### src/design/pkb_pkg.sv
`timescale 1ns / 1ps
// ----------------------------------------------------------------------------
// pkb_pkg
// Shared constants, types and command/status structs of the update batcher.
// ----------------------------------------------------------------------------
package pkb_pkg;

	localparam int NODE_COUNT  = 1024;
	localparam int NODE_W      = $clog2(NODE_COUNT);
	localparam int BUCKET_CAP  = 16;
	localparam int SLOT_W      = (BUCKET_CAP > 1) ? $clog2(BUCKET_CAP) : 1;
	localparam int CNT_W       = $clog2(BUCKET_CAP + 1);
	localparam int NB_W        = 32;
	localparam int LIMIT_W     = 5;
	localparam int STORE_DEPTH = NODE_COUNT * BUCKET_CAP;

	localparam logic [LIMIT_W-1:0] LIMIT_RESET = LIMIT_W'(16);

	localparam logic FUNC_INSERT = 1'b0;
	localparam logic FUNC_FLUSH  = 1'b1;

	typedef enum logic [2:0] {
		ST_CLEAR,
		ST_IDLE,
		ST_LOOKUP,
		ST_READ,
		ST_LOAD,
		ST_HOLD
	} pkb_state_t;

	typedef struct packed {
		logic clr_step;
		logic load_item;
		logic lookup;
		logic rd_first;
		logic rd_next;
		logic load_out;
	} pkb_cmd_t;

	typedef struct packed {
		logic clr_done;
		logic emit;
		logic out_last;
	} pkb_status_t;

endpackage

### src/design/pkb_ctrl.sv
`timescale 1ns / 1ps
// ----------------------------------------------------------------------------
// pkb_ctrl
// Controller state machine: clearing pass, item lookup and batch emission.
// ----------------------------------------------------------------------------
module pkb_ctrl (
	input  logic                 clk,
	input  logic                 arst_n,
	input  logic                 in_valid,
	output logic                 in_stall,
	output logic                 out_valid,
	input  logic                 out_stall,
	input  pkb_pkg::pkb_status_t st,
	output pkb_pkg::pkb_cmd_t    cmd
);

	import pkb_pkg::*;

	pkb_state_t state_q;
	pkb_state_t state_d;

	always_ff @(posedge clk or negedge arst_n) begin
		if (!arst_n) begin
			state_q <= ST_CLEAR;
		end else begin
			state_q <= state_d;
		end
	end

	always_comb begin
		state_d   = state_q;
		cmd       = '0;
		in_stall  = 1'b1;
		out_valid = 1'b0;
		case (state_q)
			ST_CLEAR: begin
				cmd.clr_step = 1'b1;
				if (st.clr_done) begin
					state_d = ST_IDLE;
				end
			end
			ST_IDLE: begin
				in_stall = 1'b0;
				if (in_valid) begin
					cmd.load_item = 1'b1;
					state_d       = ST_LOOKUP;
				end
			end
			ST_LOOKUP: begin
				cmd.lookup = 1'b1;
				state_d    = st.emit ? ST_READ : ST_IDLE;
			end
			ST_READ: begin
				cmd.rd_first = 1'b1;
				state_d      = ST_LOAD;
			end
			ST_LOAD: begin
				cmd.load_out = 1'b1;
				state_d      = ST_HOLD;
			end
			ST_HOLD: begin
				out_valid = 1'b1;
				if (!out_stall) begin
					if (st.out_last) begin
						state_d = ST_IDLE;
					end else begin
						cmd.rd_next = 1'b1;
						state_d     = ST_LOAD;
					end
				end
			end
			default: begin
				state_d = ST_CLEAR;
			end
		endcase
	end

endmodule

### config.mk
export PLATFORM = sky130hd
export DESIGN_NAME = pkb_ctrl
export DESIGN_NICKNAME = d
export VERILOG_FILES = /design/src/design/pkb_pkg.sv /design/src/design/pkb_ctrl.sv
export SDC_FILE = /design/constraint.sdc
export NUM_CORES = 1
export LEC_CHECK = 0
export BUFFER_PORTS_ARGS = -buffer_cell sky130_fd_sc_hd__buf_2
export CAP_MARGIN = 20
export CORE_AREA = 2 2 39 41
export DETAILED_ROUTE_END_ITERATION = 16
export DIE_AREA = 0 0 41 43
export GPL_ROUTABILITY_DRIVEN = 0
export SETUP_SLACK_MARGIN = 0.2
export SYNTH_ARGS = -nofsm -noshare
export SYNTH_HDL_FRONTEND = slang
export SYNTH_SLANG_ARGS = --single-unit
### constraint.sdc
create_clock -name clk -period 1.15 [get_ports clk]
set_input_delay 0.1725 -clock clk [delete_from_list [all_inputs] [get_ports clk]]
set_output_delay 0.1725 -clock clk [all_outputs]
set_load 0.01 [all_outputs]
==> results of run 1 <==
==> synthesized netlist by cell type <==
library cell  n  area [µm²]
buf_6         1       11.26
buf_4         1       7.510
o221ai_1      1       8.760
nor3b_1       2       15.01
a21oi_1       1       5.000
o22ai_1       1       6.260
nor2b_1       1       6.260
inv_1         1       3.750
and3b_2       1       10.01
nand2_1       1       3.750
nand3b_1      2       15.01
nor2_1        5       18.77
or2_1         1       6.260
or3b_1        1       8.760
dfrtp_1       3       75.07
or4b_1        1       10.01
nand2b_1      1       6.260
and3b_1       1       8.760
==> logic make-up (layout without fill, tap and decap cells) <==
kind of cell | count (synthesis) | count (layout) | share of synthesized area
buf+inv | 3 | 36 | 0.09944
flops | 3 | 3 | 0.3315
compound gates | 3 | 3 | 0.08840
simple gates | 17 | 17 | 0.4807
==> tightest hold or removal path: stages <==
cell	delay (ns)
buf_2	0.10
nand3b_1	0.07
a21oi_1	0.06
==> stage by stage <==
stage / utilization / cells / instance area [µm²]
after CTS: 0.3526 / 71 / 488.0
after floorplan: - / 26 / 246.5
final: 0.4078 / 75 / 564.3
after global placement: 0.2731 / 62 / 377.9
after global routing: 0.4078 / 75 / 564.3
after detailed placement: 0.2731 / 62 / 377.9
==> power breakdown <==
part,internal [µW],switching [µW]
Clock,130,56.3
Combinational,673,419
Sequential,153,55.9
==> metal layers <==
| layer | part of all wire | wire length, µm | vias up | track usage |
|---|---|---|---|---|
| met5 | 0 | 0 | - | 0 |
| met4 | 0.011 | 9 | 0 | 0.1000 |
| met3 | 0.051 | 43 | 2 | 0.03141 |
| met2 | 0.58 | 486 | 12 | 0.1594 |
| met1 | 0.36 | 301 | 147 | 0.1230 |
| li1 | - | - | 158 | - |
==> final timing paths <==
path	slack (ns)	startpoint	cells after the start	to
setup / recovery	-0.28	state_q[1]	3	cmd[4]
hold / removal	0.20	st[1]	3	state_q[1]
setup reg to reg	-0.09	state_q[2]	3	state_q[0]
hold reg to reg	0.71	state_q[0]	2	state_q[2]
max in group asynchronous	0.78	arst_n	2	state_q[2]
min in group asynchronous	0.26	arst_n	2	state_q[1]
==> timing repair <==
item / CTS / global route
pin swaps: 6 / 3
resized for setup: 10 / 11
hold endpoints to repair: 3 / 0
endpoints found under the setup margin: 10 / 11
setup buffers: 4 / 4
hold buffers: 1 / 0
==> layout make-up <==
class,instances,share of cell area
repair buffers,31,0.4279
clock buffers,4,0.04656
inverters,1,0.006652
flip-flops and latches,3,0.1330
multi-input cells,20,0.3503
well taps,16,0.03548
==> cells in the final DEF (no fill, tap or decap) <==
cell type      synthesis  final
buf_4                  1     10
nor2_1                 5      1
nand3b_1               2      2
nor3b_2                0      2
or3b_4                 0      1
o22ai_2                0      1
nor2_4                 0      2
inv_1                  1      1
nand2b_4               0      1
dfrtp_1                3      3
or2_4                  0      1
nor2_2                 0      2
clkbuf_1               0      1
nand2_4                0      1
o221ai_2               0      1
clkbuf_4               0      3
or4b_4                 0      1
a21oi_1                1      1
and3b_2                1      1
buf_6                  1      9
buf_2                  0     11
nor2b_2                0      1
dlygate4sd3_1          0      1
and3b_1                1      1
==> flow_metrics.tcl, run 1 <==
set metrics [dict create \
    status "finished with violations" \
    violations "setup timing" \
    via_per_inst 4.253 \
    worst-path-buf-inv 1 \
    area_growth_pct 149.2 \
    ys_types 18 \
    top_register "state_q" \
    top_regs "state_q x3" \
    clock.fmax_mhz 700.4 \
    path_clk_slew_ns 0.04 \
    cp_max_fo 4 \
    clock_sinks 3 \
    ys_ff_latch 3 \
    grt_pass1_wl_mm 1.248 \
    start_util 0.1637 \
    period_needed_ns 1.428 \
    clockBufferDepth 2 \
    fillers 140 \
    antenna_found_initial 0 \
    fin_ws_ns -0.2777 \
    die_area_um2 1763 \
    pin_count 15 \
    syn_area_per_cell_um2 8.710 \
    largest_register_ffs 3 \
    grt_overflow 0 \
    grt_pass1_vias 315 \
    design.core.area_um2 1384 \
    wirelength_um 840 \
    drc 0 \
    min_path_type "in -> reg" \
    multiInputGateArea_um2 197.7 \
    portBuffers 14 \
    antenna_left 0 \
    powerDensity_nw_per_um2 2636 \
    antenna_cells 0 \
    row_count 14 \
    dr.first_iter.drc_count 2 \
    layout.nets 67 \
    slowest_delay_ns 0.43 \
    pre_cts_slack_ns -0.06038 \
    grt_use_total 0.1107 \
    critPathArrivalTime_ns 1.26 \
    clk_latency_ns 0.24 \
    setup_viol 9 \
    holdWs_ns 0.2047 \
    rsz0062_at_grt "true" \
    wl_per_cell_um 11.20 \
    final_layout_size_suffix_gt1_frac 0.8136 \
    ys_seq_area_frac 0.3315 \
    seq_area_um2 75.07 \
    synth_warnings 0 \
    crit_path_end_kind "output pin" \
    grt_start_max_net_pins 6 \
    place_hpwl_um 514.3 \
    cpMaxStageDelayCell "or3b_4" \
    worstSetupPathType "reg -> out" \
    maxCapViolCount 0 \
    fin_total_pwr_uw 1487 \
    cts-buffers-inserted 3 \
    start_kind "flip-flop" \
    die_w_um 41 \
    cts.root.buffer_cell "clkbuf_4" \
    hold_viol_final 0 \
    critical_path_required_ns 0.98 \
    netlist_instances 26 \
    path_cells "or3b_4 -> nor2_4 -> buf_6" \
    cts_tree "built" \
    slew_viol_final 0 \
    tightest_slew_ns 0.1544 \
    synth_nets 33 \
    max_slew_margin 0.8971 \
    fin_crit_sh 1.241 \
    htreeDepth 1 \
    die_h_um 43 \
    skew_ns 0.002579 \
    critPathTopFamily "simple AND/OR/NAND/NOR gates" \
    peakVddDrop_mv 1.022 \
    fin_tns_setup_ns -2.063 \
    vias 319 \
    p_leak_uw 0.0002891 \
    dr.pass1.iters 3 \
    netlist_area_um2 226.5 \
]
No activity file was read; power rests on OpenSTA's default activity.
==> run 2, diff against run 1 <==
--- a/config.mk
+++ b/config.mk
@@ -7,10 +7,13 @@
 export LEC_CHECK = 0
 export BUFFER_PORTS_ARGS = -buffer_cell sky130_fd_sc_hd__buf_2
 export CAP_MARGIN = 20
+export CELL_PAD_IN_SITES_DETAIL_PLACEMENT = 0
+export CELL_PAD_IN_SITES_GLOBAL_PLACEMENT = 1
 export CORE_AREA = 2 2 39 41
 export DETAILED_ROUTE_END_ITERATION = 16
 export DIE_AREA = 0 0 41 43
 export GPL_ROUTABILITY_DRIVEN = 0
+export PLACE_DENSITY_LB_ADDON = 0.1
 export SETUP_SLACK_MARGIN = 0.2
 export SYNTH_ARGS = -nofsm -noshare
 export SYNTH_HDL_FRONTEND = slang
==> run 2 against run 1 <==
Effect of this change:
- the flow still finishes with violations (setup timing)
- routed wire length fell by 8.6%
- utilization fell by 5.7 points
- critical path depth did not move
- critical endpoint unchanged
- largest cell class is now multi-input combinational cells
- setup slack improved by 0.0057 ns
- count of clock-buffer cells in the layout did not move
- highest routed layer is now met3
- clock skew fell by 0.0016 ns
- register-to-register slack got worse by 0.02 ns
==> flow_metrics.tcl, run 2 (synthesis gave the netlist of run 1 again) <==
set metrics [dict create \
    top_register "state_q" \
    p_leak_uw 0.0002360 \
    r2r_setup_slack_ns -0.11 \
    skew_ns 0.0009689 \
    critPathArrivalTime_ns 1.25 \
    rsz0062_at_grt "true" \
    startpoint "state_q[2]" \
    cts.root.buffer_cell "clkbuf_4" \
    maxCapViolCount 0 \
    max_slew_margin 0.8708 \
    critical_path.endpoint "cmd[4]" \
    path_clk_slew_ns 0.04 \
    hold_viol_final 0 \
    dr.first_iter.drc_count 0 \
    die_area_um2 1763 \
    period_needed_ns 1.422 \
    tightest_slew_ns 0.1929 \
    portBuffers 14 \
    via_per_inst 4.191 \
    min_path_type "in -> reg" \
    wl_per_cell_um 11.29 \
    grt_util_met2 0.1500 \
    reg2regPathDepth 3 \
    clock_sinks 3 \
    fin_tns_setup_ns -1.856 \
    r2r_end "state_q[0]" \
    worstSetupPathType "reg -> out" \
    holdWs_ns 0.2098 \
    pin_count 15 \
    largest_register_ffs 3 \
    grt_pass1_vias 290 \
    antenna_left 0 \
    status "finished with violations" \
    die_w_um 41 \
    critical_path_required_ns 0.98 \
    cts_tree "built" \
    cp_max_fo 3 \
    setup_viol 9 \
    violations "setup timing" \
    fin_area_um2 485.5 \
    clockBufferDepth 2 \
    r2r_start "state_q[2]" \
    grt_overflow 0 \
    antenna_cells 0 \
    slew_viol_final 0 \
    seq_area_um2 76.32 \
    fin_crit_sh 1.236 \
    dp_cells 59 \
    fin_ws_ns -0.2719 \
    final_cells 68 \
    cts-buffers-inserted 3 \
    use_met1 0.1314 \
    htreeDepth 1 \
    crit_path_end_kind "output pin" \
    fillers 159 \
    clk_latency_ns 0.24 \
    layout.nets 60 \
    grt_start_max_net_pins 7 \
    met3_usage 0.07853 \
    vias 285 \
    final_cell_mix "buf_2, buf_6, buf_4" \
    die_h_um 43 \
    grt_pass1_wl_mm 1.262 \
    final_layout_size_suffix_gt1_frac 0.7692 \
    peakVddDrop_mv 0.7831 \
    powerDensity_nw_per_um2 2600 \
    grt_use_total 0.1133 \
    multiInputGateArea_um2 183.9 \
    start_util 0.1637 \
    clock.fmax_mhz 703.3 \
    start_kind "flip-flop" \
    top_regs "state_q x3" \
    wirelength_um 768 \
    place_hpwl_um 536.7 \
    area_growth_pct 114.4 \
    drc 0 \
    place_area_um2 355.3 \
    antenna_found_initial 0 \
    busiest_layer "met2" \
    row_count 14 \
    dr.pass1.iters 1 \
    design.core.area_um2 1384 \
    final_common_cell "buf_2" \
]
-- run 2: changes by cell type in the layout (fill, tap and decap cells not counted), sizes merged --
cell	before	now
buf	30	23
-- run 2: report_power, final --
| group | internal (µW) | switching [µW] |
|---|---|---|
| clock | 131 | 67.3 |
| sequential | 157 | 58.0 |
| combinational | 503 | 346 |
-- run 2: layout make-up --
type | instances | area share
Clock buffer | 4 | 0.05412
Inverter | 1 | 0.007732
Timing Repair Buffer | 24 | 0.3608
Tap cell | 16 | 0.04124
Sequential cell | 3 | 0.1572
Multi-Input combinational cell | 20 | 0.3789
-- run 2: metrics by stage --
step	util	setup slack, ns	power, µW
after global placement	0.2568	-0.09238	822.0
final	0.3508	-0.2719	1262
after global routing	0.3508	-0.3186	1380
after detailed placement	0.2568	-0.09030	817.5
after floorplan	-	-0.03267	590.0
after CTS	0.3336	-0.2840	1206
-- run 2: critical path, stage by stage (launching register included) --
cell and delay, ns:
dfrtp_1 0.40, or3b_4 0.42, nor2_4 0.09, buf_6 0.10
-- run 2: metal layers --
metal / vias to the layer above / part of all wire
li1: 144 / -
met1: 129 / 0.43
met2: 12 / 0.48
met3: 0 / 0.090
met4: 0 / 0
met5: - / 0
-- run 2: worst min-delay path by stage --
stage                 from         end  slack (ns)  depth (start not counted)
finish               st[1]  state_q[1]        0.21                          3
detailed placement  arst_n  state_q[1]       -0.03                          1
global route         st[1]  state_q[1]        0.21                          3
floorplan           arst_n  state_q[0]       -0.12                          0
CTS                  st[1]  state_q[1]        0.21                          3
global placement    arst_n  state_q[1]       -0.03                          1
-- run 2: what timing repair did --
| action | CTS | global route |
|---|---|---|
| setup endpoints to repair | 11 | 11 |
| setup buffers | 4 | 0 |
| gates cloned | 0 | 0 |
| hold buffers | 1 | 0 |
| pin swaps | 5 | 2 |
| resized for setup | 10 | 5 |
| endpoints found under the hold margin | 3 | 0 |
